### src/rtl/ffw_pkg.sv
// ----------------------------------------------------------------------------
// ffw_pkg
// Shared types and constants of the feedback freshness watchdog.
// ----------------------------------------------------------------------------
package ffw_pkg;

  localparam int TIME_BITS_DEF = 32;
  localparam int SEQ_BITS_DEF  = 32;
  localparam int TIMEOUT_BITS  = 32;

  localparam logic [TIMEOUT_BITS-1:0] TIMEOUT_RESET = 32'd1000;

  typedef enum logic [3:0] {
    RC_OK              = 4'd0,
    RC_UNVERIFIED      = 4'd1,
    RC_BAD_CLOCK       = 4'd2,
    RC_WAITING         = 4'd3,
    RC_BAD_STAMP       = 4'd4,
    RC_BACKWARD        = 4'd5,
    RC_MARKER_CHANGE   = 4'd6,
    RC_MARKER_BACKWARD = 4'd7,
    RC_RECV_TIMEOUT    = 4'd8,
    RC_STALLED         = 4'd9
  } reason_t;

  // status flags of the stream, kept between items
  typedef struct packed {
    logic seen_any;
    logic markers_valid;
    logic last_seq_present;
    logic last_src_present;
  } flags_t;

  typedef struct packed {
    logic    progressed;
    logic    healthy;
    reason_t reason;
  } result_t;

endpackage

### src/rtl/ffw_in_stage.sv
// ----------------------------------------------------------------------------
// ffw_in_stage
// Input register: captures one item per transfer and holds it until the
// evaluation stage takes it.
// ----------------------------------------------------------------------------
module ffw_in_stage #(
  parameter int TIME_BITS = ffw_pkg::TIME_BITS_DEF,
  parameter int SEQ_BITS  = ffw_pkg::SEQ_BITS_DEF
) (
  input  logic                 clk,
  input  logic                 rst,
  input  logic                 in_valid,
  output logic                 in_stall,
  input  logic                 op,
  input  logic [TIME_BITS-1:0] now_time,
  input  logic                 now_valid,
  input  logic                 seq_present,
  input  logic [SEQ_BITS-1:0]  seq_value,
  input  logic                 src_present,
  input  logic [TIME_BITS-1:0] src_time,
  input  logic                 src_valid,
  input  logic                 advance,
  output logic                 held,
  output logic                 h_op,
  output logic [TIME_BITS-1:0] h_now_time,
  output logic                 h_now_valid,
  output logic                 h_seq_present,
  output logic [SEQ_BITS-1:0]  h_seq_value,
  output logic                 h_src_present,
  output logic [TIME_BITS-1:0] h_src_time,
  output logic                 h_src_valid
);

  logic load;

  assign in_stall = held && !advance;
  assign load     = in_valid && !in_stall;

  always_ff @(posedge clk) begin
    if (rst) begin
      held <= 1'b0;
    end else if (load) begin
      held <= 1'b1;
    end else if (advance) begin
      held <= 1'b0;
    end
  end

  always_ff @(posedge clk) begin
    if (load) begin
      h_op          <= op;
      h_now_time    <= now_time;
      h_now_valid   <= now_valid;
      h_seq_present <= seq_present;
      h_seq_value   <= seq_value;
      h_src_present <= src_present;
      h_src_time    <= src_time;
      h_src_valid   <= src_valid;
    end
  end

endmodule

### src/rtl/ffw_eval.sv
// ----------------------------------------------------------------------------
// ffw_eval
// Single-pass evaluation of one item: stamp, clock and marker checks, next stream state and
// the health verdict taken against that next state.
// ----------------------------------------------------------------------------
module ffw_eval #(
  parameter int TIME_BITS = ffw_pkg::TIME_BITS_DEF,
  parameter int SEQ_BITS  = ffw_pkg::SEQ_BITS_DEF
) (
  input  logic                              op,
  input  logic [TIME_BITS-1:0]              now_time,
  input  logic                              now_valid,
  input  logic                              seq_present,
  input  logic [SEQ_BITS-1:0]               seq_value,
  input  logic                              src_present,
  input  logic [TIME_BITS-1:0]              src_time,
  input  logic                              src_valid,
  input  logic [ffw_pkg::TIMEOUT_BITS-1:0]  timeout_ticks,
  input  ffw_pkg::flags_t                   flags,
  input  ffw_pkg::reason_t                  latched_reason,
  input  logic [TIME_BITS-1:0]              last_receive_time,
  input  logic [TIME_BITS-1:0]              last_progress_time,
  input  logic [SEQ_BITS-1:0]               last_seq,
  input  logic [TIME_BITS-1:0]              last_src_time,
  output ffw_pkg::flags_t                   flags_next,
  output ffw_pkg::reason_t                  latched_reason_next,
  output logic [TIME_BITS-1:0]              last_receive_time_next,
  output logic [TIME_BITS-1:0]              last_progress_time_next,
  output logic [SEQ_BITS-1:0]               last_seq_next,
  output logic [TIME_BITS-1:0]              last_src_time_next,
  output ffw_pkg::result_t                  result
);
  import ffw_pkg::*;

  localparam int CMP_BITS = (TIME_BITS > TIMEOUT_BITS) ? TIME_BITS : TIMEOUT_BITS;

  logic                 bad_stamp;
  logic                 backward;
  logic                 marker_change;
  logic                 marker_back;
  logic                 repeated;
  logic                 progressed;
  logic [TIME_BITS-1:0] age_recv;
  logic [TIME_BITS-1:0] age_prog;
  logic [CMP_BITS-1:0]  timeout_ext;
  logic                 recv_late;
  logic                 prog_late;
  logic                 now_behind;
  reason_t              reason;

  assign bad_stamp     = !now_valid || (src_present && !src_valid);
  assign backward      = flags.seen_any && (now_time < last_receive_time);
  assign marker_change = flags.seen_any &&
                         ((seq_present != flags.last_seq_present) ||
                          (src_present != flags.last_src_present));
  assign marker_back   = flags.seen_any &&
                         ((seq_present && (seq_value < last_seq)) ||
                          (src_present && (src_time < last_src_time)));
  assign repeated      = flags.seen_any &&
                         ((seq_present && (seq_value == last_seq)) ||
                          (src_present && (src_time == last_src_time)));

  always_comb begin
    flags_next              = flags;
    latched_reason_next     = latched_reason;
    last_receive_time_next  = last_receive_time;
    last_progress_time_next = last_progress_time;
    last_seq_next           = last_seq;
    last_src_time_next      = last_src_time;
    progressed              = 1'b0;
    if (op) begin
      priority if (bad_stamp) begin
        flags_next.markers_valid = 1'b0;
        latched_reason_next      = RC_BAD_STAMP;
      end else if (backward) begin
        flags_next.markers_valid = 1'b0;
        latched_reason_next      = RC_BACKWARD;
      end else if (marker_change) begin
        flags_next.markers_valid = 1'b0;
        latched_reason_next      = RC_MARKER_CHANGE;
      end else begin
        // receive time moves even when the markers are then refused
        last_receive_time_next = now_time;
        priority if (marker_back) begin
          flags_next.markers_valid = 1'b0;
          latched_reason_next      = RC_MARKER_BACKWARD;
        end else if (repeated) begin
          progressed = 1'b0;
        end else begin
          flags_next.seen_any         = 1'b1;
          flags_next.markers_valid    = 1'b1;
          flags_next.last_seq_present = seq_present;
          flags_next.last_src_present = src_present;
          last_seq_next               = seq_present ? seq_value : '0;
          last_src_time_next          = src_present ? src_time : '0;
          last_progress_time_next     = now_time;
          latched_reason_next         = RC_OK;
          progressed                  = 1'b1;
        end
      end
    end
  end

  // progress time never runs ahead of receive time, so neither age wraps
  // once now is not behind the receive time
  assign age_recv    = now_time - last_receive_time_next;
  assign age_prog    = now_time - last_progress_time_next;
  assign timeout_ext = CMP_BITS'(timeout_ticks);
  assign now_behind  = now_time < last_receive_time_next;
  assign recv_late   = CMP_BITS'(age_recv) > timeout_ext;
  assign prog_late   = CMP_BITS'(age_prog) > timeout_ext;

  always_comb begin
    priority if (!now_valid) begin
      reason = RC_BAD_CLOCK;
    end else if (!flags_next.seen_any) begin
      reason = (latched_reason_next != RC_OK) ? latched_reason_next : RC_WAITING;
    end else if (!flags_next.markers_valid) begin
      reason = latched_reason_next;
    end else if (now_behind) begin
      reason = RC_BACKWARD;
    end else if (recv_late) begin
      reason = RC_RECV_TIMEOUT;
    end else if (prog_late) begin
      reason = RC_STALLED;
    end else if (flags_next.last_seq_present || flags_next.last_src_present) begin
      reason = RC_OK;
    end else begin
      reason = RC_UNVERIFIED;
    end
  end

  assign result.progressed = progressed;
  assign result.healthy    = flags_next.seen_any && flags_next.markers_valid && now_valid &&
                             !now_behind && !recv_late && !prog_late;
  assign result.reason     = reason;

endmodule

### src/rtl/feedback_freshness_watchdog_unit.sv
// ----------------------------------------------------------------------------
// feedback_freshness_watchdog_unit
// Freshness watchdog for a feedback stream: judges each tick or observation.
// ----------------------------------------------------------------------------
// Input channel (in_valid/in_stall): one item per transfer, op 0 for a
// health-check tick, op 1 for an observation with its optional markers.
// Output channel (out_valid/out_stall): one result per item, in order, with
// progressed, healthy and reason_code.
// cfg_we/cfg_wdata write timeout_ticks; write it only while the block is idle.
// An accepted item is held and evaluated in the input register; its result
// is registered in the result register as the item leaves and is offered there.
// Throughput: one item per cycle while out_stall is low. The stream state is
// updated in the same pass that produces the result, so each item sees the
// state left by the item before it.
// When out_stall holds, the result register keeps its item and the input
// register still takes one more item; in_stall rises once both are full.
// Reset clears the stream state (nothing seen, no latched reason), empties
// both registers and sets timeout_ticks to 1000.
// ----------------------------------------------------------------------------
module feedback_freshness_watchdog_unit #(
  parameter int TIME_BITS = ffw_pkg::TIME_BITS_DEF,
  parameter int SEQ_BITS  = ffw_pkg::SEQ_BITS_DEF
) (
  input  logic                              clk,
  input  logic                              rst,
  input  logic                              cfg_we,
  input  logic [ffw_pkg::TIMEOUT_BITS-1:0]  cfg_wdata,
  input  logic                              in_valid,
  output logic                              in_stall,
  input  logic                              op,
  input  logic [TIME_BITS-1:0]              now_time,
  input  logic                              now_valid,
  input  logic                              seq_present,
  input  logic [SEQ_BITS-1:0]               seq_value,
  input  logic                              src_present,
  input  logic [TIME_BITS-1:0]              src_time,
  input  logic                              src_valid,
  output logic                              out_valid,
  input  logic                              out_stall,
  output logic                              progressed,
  output logic                              healthy,
  output logic [3:0]                        reason_code
);
  import ffw_pkg::*;

  logic                    advance;
  logic                    fire;
  logic                    held;
  logic                    h_op;
  logic [TIME_BITS-1:0]    h_now_time;
  logic                    h_now_valid;
  logic                    h_seq_present;
  logic [SEQ_BITS-1:0]     h_seq_value;
  logic                    h_src_present;
  logic [TIME_BITS-1:0]    h_src_time;
  logic                    h_src_valid;

  logic [TIMEOUT_BITS-1:0] timeout_ticks;
  flags_t                  flags;
  flags_t                  flags_next;
  reason_t                 latched_reason;
  reason_t                 latched_reason_next;
  logic [TIME_BITS-1:0]    last_receive_time;
  logic [TIME_BITS-1:0]    last_receive_time_next;
  logic [TIME_BITS-1:0]    last_progress_time;
  logic [TIME_BITS-1:0]    last_progress_time_next;
  logic [SEQ_BITS-1:0]     last_seq;
  logic [SEQ_BITS-1:0]     last_seq_next;
  logic [TIME_BITS-1:0]    last_src_time;
  logic [TIME_BITS-1:0]    last_src_time_next;
  result_t                 result;

  assign advance = !out_valid || !out_stall;
  assign fire    = held && advance;

  ffw_in_stage #(
    .TIME_BITS (TIME_BITS),
    .SEQ_BITS  (SEQ_BITS)
  ) u_in_stage (
    .clk           (clk),
    .rst           (rst),
    .in_valid      (in_valid),
    .in_stall      (in_stall),
    .op            (op),
    .now_time      (now_time),
    .now_valid     (now_valid),
    .seq_present   (seq_present),
    .seq_value     (seq_value),
    .src_present   (src_present),
    .src_time      (src_time),
    .src_valid     (src_valid),
    .advance       (advance),
    .held          (held),
    .h_op          (h_op),
    .h_now_time    (h_now_time),
    .h_now_valid   (h_now_valid),
    .h_seq_present (h_seq_present),
    .h_seq_value   (h_seq_value),
    .h_src_present (h_src_present),
    .h_src_time    (h_src_time),
    .h_src_valid   (h_src_valid)
  );

  ffw_eval #(
    .TIME_BITS (TIME_BITS),
    .SEQ_BITS  (SEQ_BITS)
  ) u_eval (
    .op                      (h_op),
    .now_time                (h_now_time),
    .now_valid               (h_now_valid),
    .seq_present             (h_seq_present),
    .seq_value               (h_seq_value),
    .src_present             (h_src_present),
    .src_time                (h_src_time),
    .src_valid               (h_src_valid),
    .timeout_ticks           (timeout_ticks),
    .flags                   (flags),
    .latched_reason          (latched_reason),
    .last_receive_time       (last_receive_time),
    .last_progress_time      (last_progress_time),
    .last_seq                (last_seq),
    .last_src_time           (last_src_time),
    .flags_next              (flags_next),
    .latched_reason_next     (latched_reason_next),
    .last_receive_time_next  (last_receive_time_next),
    .last_progress_time_next (last_progress_time_next),
    .last_seq_next           (last_seq_next),
    .last_src_time_next      (last_src_time_next),
    .result                  (result)
  );

  always_ff @(posedge clk) begin
    if (rst) begin
      timeout_ticks <= TIMEOUT_RESET;
    end else if (cfg_we) begin
      timeout_ticks <= cfg_wdata;
    end
  end

  // stream state moves only when an item leaves the input register
  always_ff @(posedge clk) begin
    if (rst) begin
      flags              <= '0;
      latched_reason     <= RC_OK;
      last_receive_time  <= '0;
      last_progress_time <= '0;
      last_seq           <= '0;
      last_src_time      <= '0;
    end else if (fire) begin
      flags              <= flags_next;
      latched_reason     <= latched_reason_next;
      last_receive_time  <= last_receive_time_next;
      last_progress_time <= last_progress_time_next;
      last_seq           <= last_seq_next;
      last_src_time      <= last_src_time_next;
    end
  end

  always_ff @(posedge clk) begin
    if (rst) begin
      out_valid <= 1'b0;
    end else if (fire) begin
      out_valid <= 1'b1;
    end else if (!out_stall) begin
      out_valid <= 1'b0;
    end
  end

  always_ff @(posedge clk) begin
    if (fire) begin
      progressed  <= result.progressed;
      healthy     <= result.healthy;
      reason_code <= 4'(result.reason);
    end
  end

  // fresh progress leaves both ages at zero
  assert property (@(posedge clk) disable iff (rst)
    out_valid && progressed |-> healthy)
    else $error("progressed result not healthy");

  assert property (@(posedge clk) disable iff (rst)
    out_valid && healthy |->
      (reason_code == 4'(RC_OK)) || (reason_code == 4'(RC_UNVERIFIED)))
    else $error("healthy result with a fault reason");

  assert property (@(posedge clk) disable iff (rst)
    flags.seen_any |=> flags.seen_any)
    else $error("seen flag cleared without reset");

  assert property (@(posedge clk) disable iff (rst)
    flags.markers_valid |-> flags.seen_any && (latched_reason == RC_OK))
    else $error("markers valid with latched reason or before first observation");

endmodule

### config.mk
export PLATFORM = sky130hd
export DESIGN_NAME = feedback_freshness_watchdog_unit
export DESIGN_NICKNAME = d
export VERILOG_FILES = /design/src/rtl/ffw_pkg.sv /design/src/rtl/ffw_in_stage.sv /design/src/rtl/ffw_eval.sv /design/src/rtl/feedback_freshness_watchdog_unit.sv
export SDC_FILE = /design/constraint.sdc
export NUM_CORES = 1
export LEC_CHECK = 0
export BUFFER_PORTS_ARGS = -buffer_cell sky130_fd_sc_hd__buf_4
export CAP_MARGIN = 25
export CORE_MARGIN = 1.5
export CORE_UTILIZATION = 60
export CTS_CLUSTER_SIZE = 24
export DETAILED_ROUTE_END_ITERATION = 7
export PLACE_DENSITY_LB_ADDON = 0.3
export SYNTH_ARGS = -nofsm -noshare
export SYNTH_HDL_FRONTEND = slang
export SYNTH_SLANG_ARGS = --single-unit
### constraint.sdc
create_clock -name clk -period 8.1 [get_ports clk]
set_clock_uncertainty 0.15 [all_clocks]
set_input_delay 0.405 -clock clk [delete_from_list [all_inputs] [get_ports clk]]
set_output_delay 0.405 -clock clk [all_outputs]
set_load 0.01 [all_outputs]
## After elaboration in Yosys (flattened, before gate mapping)

Index checks and enable logic that the tools add are counted.

| storage, ports and cells | value |
|---|---|
| output and inout bits | 8 |
| register bits after elaboration | 277 |
| memory bits (read-only) | 0 |
| memories | 0 |
| RAM bits | 0 |
| latch bits | 0 |

| operators by class | value |
|---|---|
| equal/unequal tests | 5 |
| bitwise gates (word level) | 6 |
| reduce and logical (&&, ||, !) cells | 36 |
| multiply operators | 0 |
| muxes and demuxes | 44 |
| shift-type cells | 0 |
| $lt $le $gt $ge | 6 |
| div/mod/pow operators | 0 |
| add/sub/neg operators | 2 |

Operators by type and width:

| operator | count |
|---|---|
| $mux W32 | 12 |
| $lt A32 B32 Y1 | 4 |
| $eq A32 B32 Y1 | 2 |
| $gt A32 B32 Y1 | 2 |
| $sub A32 B32 Y32 | 2 |
| $mux W4 | 14 |
| $logic_and A1 B1 Y1 | 17 |
| $mux W1 | 14 |
| $logic_not A1 Y1 | 9 |
| $mux W2 | 4 |
| $reduce_and A7 Y1 | 1 |
| $logic_or A1 B1 Y1 | 6 |
| $not A1 Y1 | 6 |
| $reduce_or A5 Y1 | 1 |
| $reduce_bool A4 Y1 | 1 |
| $ne A1 B1 Y1 | 2 |
| $ne A2 B1 Y1 const B | 1 |
| $reduce_bool A2 Y1 | 1 |

## Depth between registers and ports, before layout

| depth | value |
|---|---|
| depth after elaboration | 17 |
| depth in mapped cells | 32 |
| mapped depth without buffers | 32 |

## Cells and area by module

From an unflattened synthesis, not the netlist that was laid out.

| unflattened totals | value |
|---|---|
| cell total of the unflattened synthesis | 2,109 |
| area, all modules | 19,638.8 sq um |

Modules (own cells, without submodules):

| module | cells each | area each (sq um) | instances | seq. area each (sq um) |
|---|---|---|---|---|
| ffw_eval | 1,300 | 8,964.8 | 1 | 0.0 |
| feedback_freshness_watchdog_unit | 704 | 7,591.0 | 1 | 3,563.4 |
| ffw_in_stage | 105 | 3,083.0 | 1 | 3,052.9 |

## Worst setup path after synthesis

Ideal clock, no wire load.

| timing path | value |
|---|---|
| path type | reg-to-reg |
| from | reg u_in_stage.h_seq_value[25] |
| to | reg reason_code[0] (data pin) |
| path buffers | 0 |
| setup slack | 1.688 ns |
| clock period less this slack | 6.412 ns |
| data arrival time | 6.000 ns |
| stages on the path, launching flop included | 31 |
| path through | edfxtp_1 ha_1 nand4_1 or2_0 or4_4 a31oi_1 a211o_2 nand4b_4 nor2_8 mux2_2 ha_1 inv_1 fa_1 a21o_1 a21oi_1 nand2b_1 a211oi_1 nor3b_1 o2111ai_1 a41oi_1 nor2_1 xnor2_1 ha_1 a21o_1 a211oi_1 o21a_1 o21bai_1 o21ai_0 o41ai_1 o21bai_1 a21oi_1 |

| between the ends | value |
|---|---|
| word-level cells in the longest chain between the ends | 17 |
| elaborated cells on any way between the ends | 45 |

RTL lines:

| element | RTL line | RTL |
|---|---|---|
| from (decl) | ffw_in_stage.sv:28 | `output logic [SEQ_BITS-1:0] h_seq_value,` |
| from (signal assigned) | ffw_in_stage.sv:55 | `h_seq_value <= seq_value;` |
| branches (longest 5 deep; another with $lt A32 B32 Y1) | n/a |  |
| $mux W32 (*) | ffw_eval.sv:84 | `priority if (marker_back) begin` |
| $mux W32 (*) | ffw_eval.sv:78 | `end else if (marker_change) begin` |
| $mux W32 (*) | ffw_eval.sv:75 | `end else if (backward) begin` |
| $mux W32 (*) | ffw_eval.sv:72 | `priority if (bad_stamp) begin` |
| $mux W32 (*) | ffw_eval.sv:71 | `if (op) begin` |
| net last_progress_time_next[0] | feedback_freshness_watchdog_unit.sv:66 | `logic [TIME_BITS-1:0] last_progress_time_next;` |
| $sub A32 B32 Y32 (*) | ffw_eval.sv:107 | `assign age_prog = now_time - last_progress_time_next;` |
| $gt A32 B32 Y1 (*) | ffw_eval.sv:111 | `assign prog_late = CMP_BITS'(age_prog) > timeout_ext;` |
| $mux W4 (*) | ffw_eval.sv:124 | `end else if (prog_late) begin` |
| $mux W4 (*) | ffw_eval.sv:122 | `end else if (recv_late) begin` |
| $mux W4 (*) | ffw_eval.sv:120 | `end else if (now_behind) begin` |
| $mux W4 (*) | ffw_eval.sv:118 | `end else if (!flags_next.markers_valid) begin` |
| $mux W4 (*) | ffw_eval.sv:116 | `end else if (!flags_next.seen_any) begin` |
| to (signal assigned) | feedback_freshness_watchdog_unit.sv:173 | `reason_code <= 4'(result.reason);` |
| to (decl) | feedback_freshness_watchdog_unit.sv:42 | `output logic [3:0] reason_code` |

Mark *: on every way through the listed nets, which the timed path passes.
A chain may end at the register's enable or synchronous reset.

## Final worst setup path

| timing path | value |
|---|---|
| from | reg u_in_stage.h_now_time[15] |
| to | reg reason_code[3] (data pin) |

| between the ends | value |
|---|---|
| elaborated cells on any way between the ends | 32 |

RTL lines:

| element | RTL line | RTL |
|---|---|---|
| from (decl) | ffw_in_stage.sv:25 | `output logic [TIME_BITS-1:0] h_now_time,` |
| from (signal assigned) | ffw_in_stage.sv:52 | `h_now_time <= now_time;` |
| $lt A32 B32 Y1 (*) | ffw_eval.sv:52 | `assign backward = flags.seen_any && (now_time < last_receive_time);` |
| $logic_and A1 B1 Y1 (*) | ffw_eval.sv:52 |  |
| $mux W32 (*) | ffw_eval.sv:75 |  |
| $mux W32 (*) | ffw_eval.sv:72 |  |
| $mux W32 (*) | ffw_eval.sv:71 |  |
| net last_receive_time_next[0] | feedback_freshness_watchdog_unit.sv:64 | `logic [TIME_BITS-1:0] last_receive_time_next;` |
| $sub A32 B32 Y32 | ffw_eval.sv:106 | `assign age_recv = now_time - last_receive_time_next;` |
| $gt A32 B32 Y1 | ffw_eval.sv:110 | `assign recv_late = CMP_BITS'(age_recv) > timeout_ext;` |
| $mux W4 | ffw_eval.sv:122 |  |
| $mux W4 (*) | ffw_eval.sv:120 |  |
| $mux W4 (*) | ffw_eval.sv:118 |  |
| $mux W4 (*) | ffw_eval.sv:116 |  |

The timed path passes the listed nets; every way through them passes the cells marked *.

==> impl_metrics.toml <==
[outcome]
status = "finished, final reports clean"

[floorplanning]
num_rows = 61
start_util_pct = 61.5
die_y_um = 172
die_area_um2 = 29700
ios = 146
core_area_um2 = 28000
fp.dieW_um = 172

[global_route]
grtUsageTotal_pct = 30.7
antenna_found_initial = 0
grt_pass1_vias = 14500
grt_pass1_wl_um = 72300
grt_start_max_net_pins = 132
grt-ovfl-total = 0

[synthesis]
synthSimpleGateAreaFrac_pct = 13.9
synthTopCellsByCount = "223 x ha_1, 170 x dfxtp_1, 157 x a21oi_1"
synthMuxAreaShare_pct = 5.42
synth_edf_count = 107
yosysTopAreaCellShare_pct = 19.8
synthCells = 1810
ys_ff_latch = 277
ys_seq_area_share_pct = 38.4
ys_warn_count = 0
ys_top_cells_by_area = "dfxtp_1 20%, edfxtp_1 19%, ha_1 16%, mux2i_1 5.3%, a21oi_1 4.6%"
synth_fa_ha_area_share_pct = 16.4
synthArstFlopShare_pct = 0
syn-num-nets = 2173
synth_compound_area_share_pct = 17.6
ys_types = 74
synth_xor_area_share_pct = 2.90
syn_area_um2 = 17200
synth_most_common_cell = "ha_1"
syn_area_per_cell_um2 = 9.51
synth_top_family_by_area = "compound AO/OA/AOI/OAI gates"
ys.flop_type = "dfxtp_1"
yosysTopAreaCell = "dfxtp_1"

[critical_path]
crit_fanout = 8
startpoint_type = "flip-flop"
worstPathRequired_ps = 8360
cp.arrival_ps = 8010
endpoint = "reason_code[3]"
r2r_cells = 28
rrSetupSlack_ps = 340
crit_cells = 28
endpoint_kind = "flip-flop"
slowest_stage = "edfxtp_1"
worstReg2RegStart = "u_in_stage.h_now_time[15]"
critPathLaunch = "u_in_stage.h_now_time[15]"
rr_endpoint = "reason_code[3]"
crit_path_max_incr_delay_ps = 470
path_class = "flip-flop to flip-flop"
critical_path.top_delay_family = "compound AO/OA/AOI/OAI gates"
crit_buf_inv = 1

[final_layout]
drive_above_1_share_pct = 10.8
antennaDiodeCount = 0
final_cells = 2481
fin_area_um2 = 20900
nets = 2442
area_delta_synth_final_pct = 21.6

[timing]
min_period_over_period_pct = 95.7
period_needed_ps = 7760
finalSetupTns_ps = 0
drv_slew = 0
maxSlewHeadroom_pct = 35.6
worst_pin_slew_ps = 965
rsz0062_at_grt = "no"
hold_viol_final = 0
finalSetupViolations = 0
fmax_mhz = 129

[clock_tree]
cts_buffers = 30
ctsResizeCount = 0
clock_sinks = 277
clockBufferDepth = 3
clkSlewWorstSetupHoldPaths_ps = 70
worstSkewPairLatency_ps = 570
cts_tree = "done"
cts-root-buf = "clkbuf_16"
cts_max_level = 1

[power_and_ir_drop]
power.density_nw_per_um2 = 191
leakagePower_nw = 8.27
vdd_drop_max_mv = 0.165

[detailed_routing]
vias_per_cell = 5.92
dr.pass1.iters = 5
drc = 0
wirelength_um = 45800
vias = 14700
ant_nets = 0
post_drt_wl_per_cell_um = 18.4
drt_iter0_drc = 1137

[placed_design]
post-place-cells = 2284
place_congestion = 0.957
hpwl_um = 30300
io_buffers = 145
placed_cell_area_um2 = 18600

[job]
maxCapViolCount = 0

[hold_path]
holdCritPathClass = "input port to flip-flop"
==> placed cells by master (no fill, tap or decap), types with 4 or more instances in the layout <==
master         synthesis  final
or3_1                  4      4
o211ai_1              15     15
clkinv_2               0      6
nand2_1               60     60
nand3_1               91     91
a2111oi_0              5      5
a31oi_1                7      7
dlygate4sd3_1          0    135
xnor2_1               39     39
nor2_1               151    150
a211oi_1              82     82
nor2b_1               13     12
clkbuf_16              0     30
nor3_1                13     13
nand4_1               34     34
xor2_1                18     18
and3_1                 5      5
mux2i_1               91     91
nand2b_1              79     79
buf_4                  0    167
a21o_1                53     53
a21boi_0               8      8
edfxtp_1             107    107
inv_1                151    150
o31ai_1                5      5
a41oi_1                4      4
a21oi_1              157    157
clkbuf_1              48      9
o21a_1                24     24
o21bai_1              11     11
ha_1                 223    223
a221oi_1               5      5
dfxtp_1              170    170
o21ai_0               49     49
nor4_1                 5      5
a211o_1                7      7
==> worst register-to-register path, delay by kind of cell, from the launching register on <==
kind	cells	cell delay (ps)
buffers and inverters	1	50
XOR/XNOR	1	130
AO/OA/AOI/OAI	15	3980
multiplexers	1	250
AND/OR/NAND/NOR	6	1260
adder cells (fa/ha/maj)	4	1280
flip-flops	1	470
==> through the flow <==
step / utilization, % / total power, mW / setup slack [ps] / hold slack [ps]
after floorplan: - / 2.33 / 1690 / 275
after global placement: 66.3 / 2.58 / 379 / 300
after detailed placement: 66.3 / 2.61 / 189 / 308
after CTS: 74.5 / 3.98 / 88.7 / 114
after global routing: 74.7 / 4.20 / 31.4 / 147
final: 74.7 / 4.00 / 344 / 131
==> metal layers <==
metal  vias to the layer above  routed length, um  share of wire [%]  global-route usage (%)
met1                      6979              20100                 44                    40.4
met5                         -                  0                  0                       0
met3                        95               2680                5.8                    3.82
li1                       7135                  -                  -                       -
met4                         0               1520                3.3                    10.9
met2                       487              21500                 47                    51.8
==> cell families (layout without fill, tap and decap cells) <==
logic type,count (synthesis),count (layout)
AO/OA/AOI/OAI,464,464
XOR/XNOR,57,57
adder cells (fa/ha/maj),225,225
buffers and inverters,218,510
flip-flops,277,277
multiplexers,93,93
AND/OR/NAND/NOR,476,477
==> timing repair <==
action,CTS,global route
setup buffers,0,4
hold endpoints to repair,135,0
hold buffers,135,0
endpoints found under the setup margin,0,3
==> report_power, final <==
part	internal [mW]	total (mW)	switching, mW	leakage, nW
registers	1.52	1.58	0.0544	2.43
logic	0.503	1.10	0.596	5.38
clock network	0.743	1.32	0.581	0.452
==> flip-flops by register name, summed over array words and instances, names as in the netlist <==
register and count:
last_seq 32, u_in_stage.h_now_time 32, out_valid 1, timeout_ticks 32, u_in_stage.h_seq_value 32, last_receive_time 32
last_src_time 32, u_in_stage.h_seq_present 1, latched_reason 4, u_in_stage.h_src_time 32, u_in_stage.held 1, u_in_stage.h_src_valid 1
flags 4, healthy 1, u_in_stage.h_op 1, reason_code 4, u_in_stage.h_now_valid 1, progressed 1
last_progress_time 32, u_in_stage.h_src_present 1
==> final cells by class <==
cell class / count / area, um^2
Clock buffer: 42 / 826
Clock inverter: 14 / 111
Fill cell: 1902 / 7080
Inverter: 151 / 568
Multi-Input combinational cell: 1316 / 9700
Sequential cell: 277 / 6620
Tap cell: 378 / 473
Timing Repair Buffer: 303 / 2630
==> worst min-delay path by stage <==
stage                            startpoint           endpoint  slack (ps)  cells past startpoint
after floorplan           latched_reason[3]  latched_reason[3]         280                      2
after global placement    latched_reason[3]  latched_reason[3]         300                      2
after detailed placement       last_seq[17]       last_seq[17]         310                      2
after CTS                               rst  timeout_ticks[20]         110                      2
after global routing                    rst  timeout_ticks[28]         150                      2
final                                   rst  timeout_ticks[30]         130                      2
(Power assumes the default switching activity.)
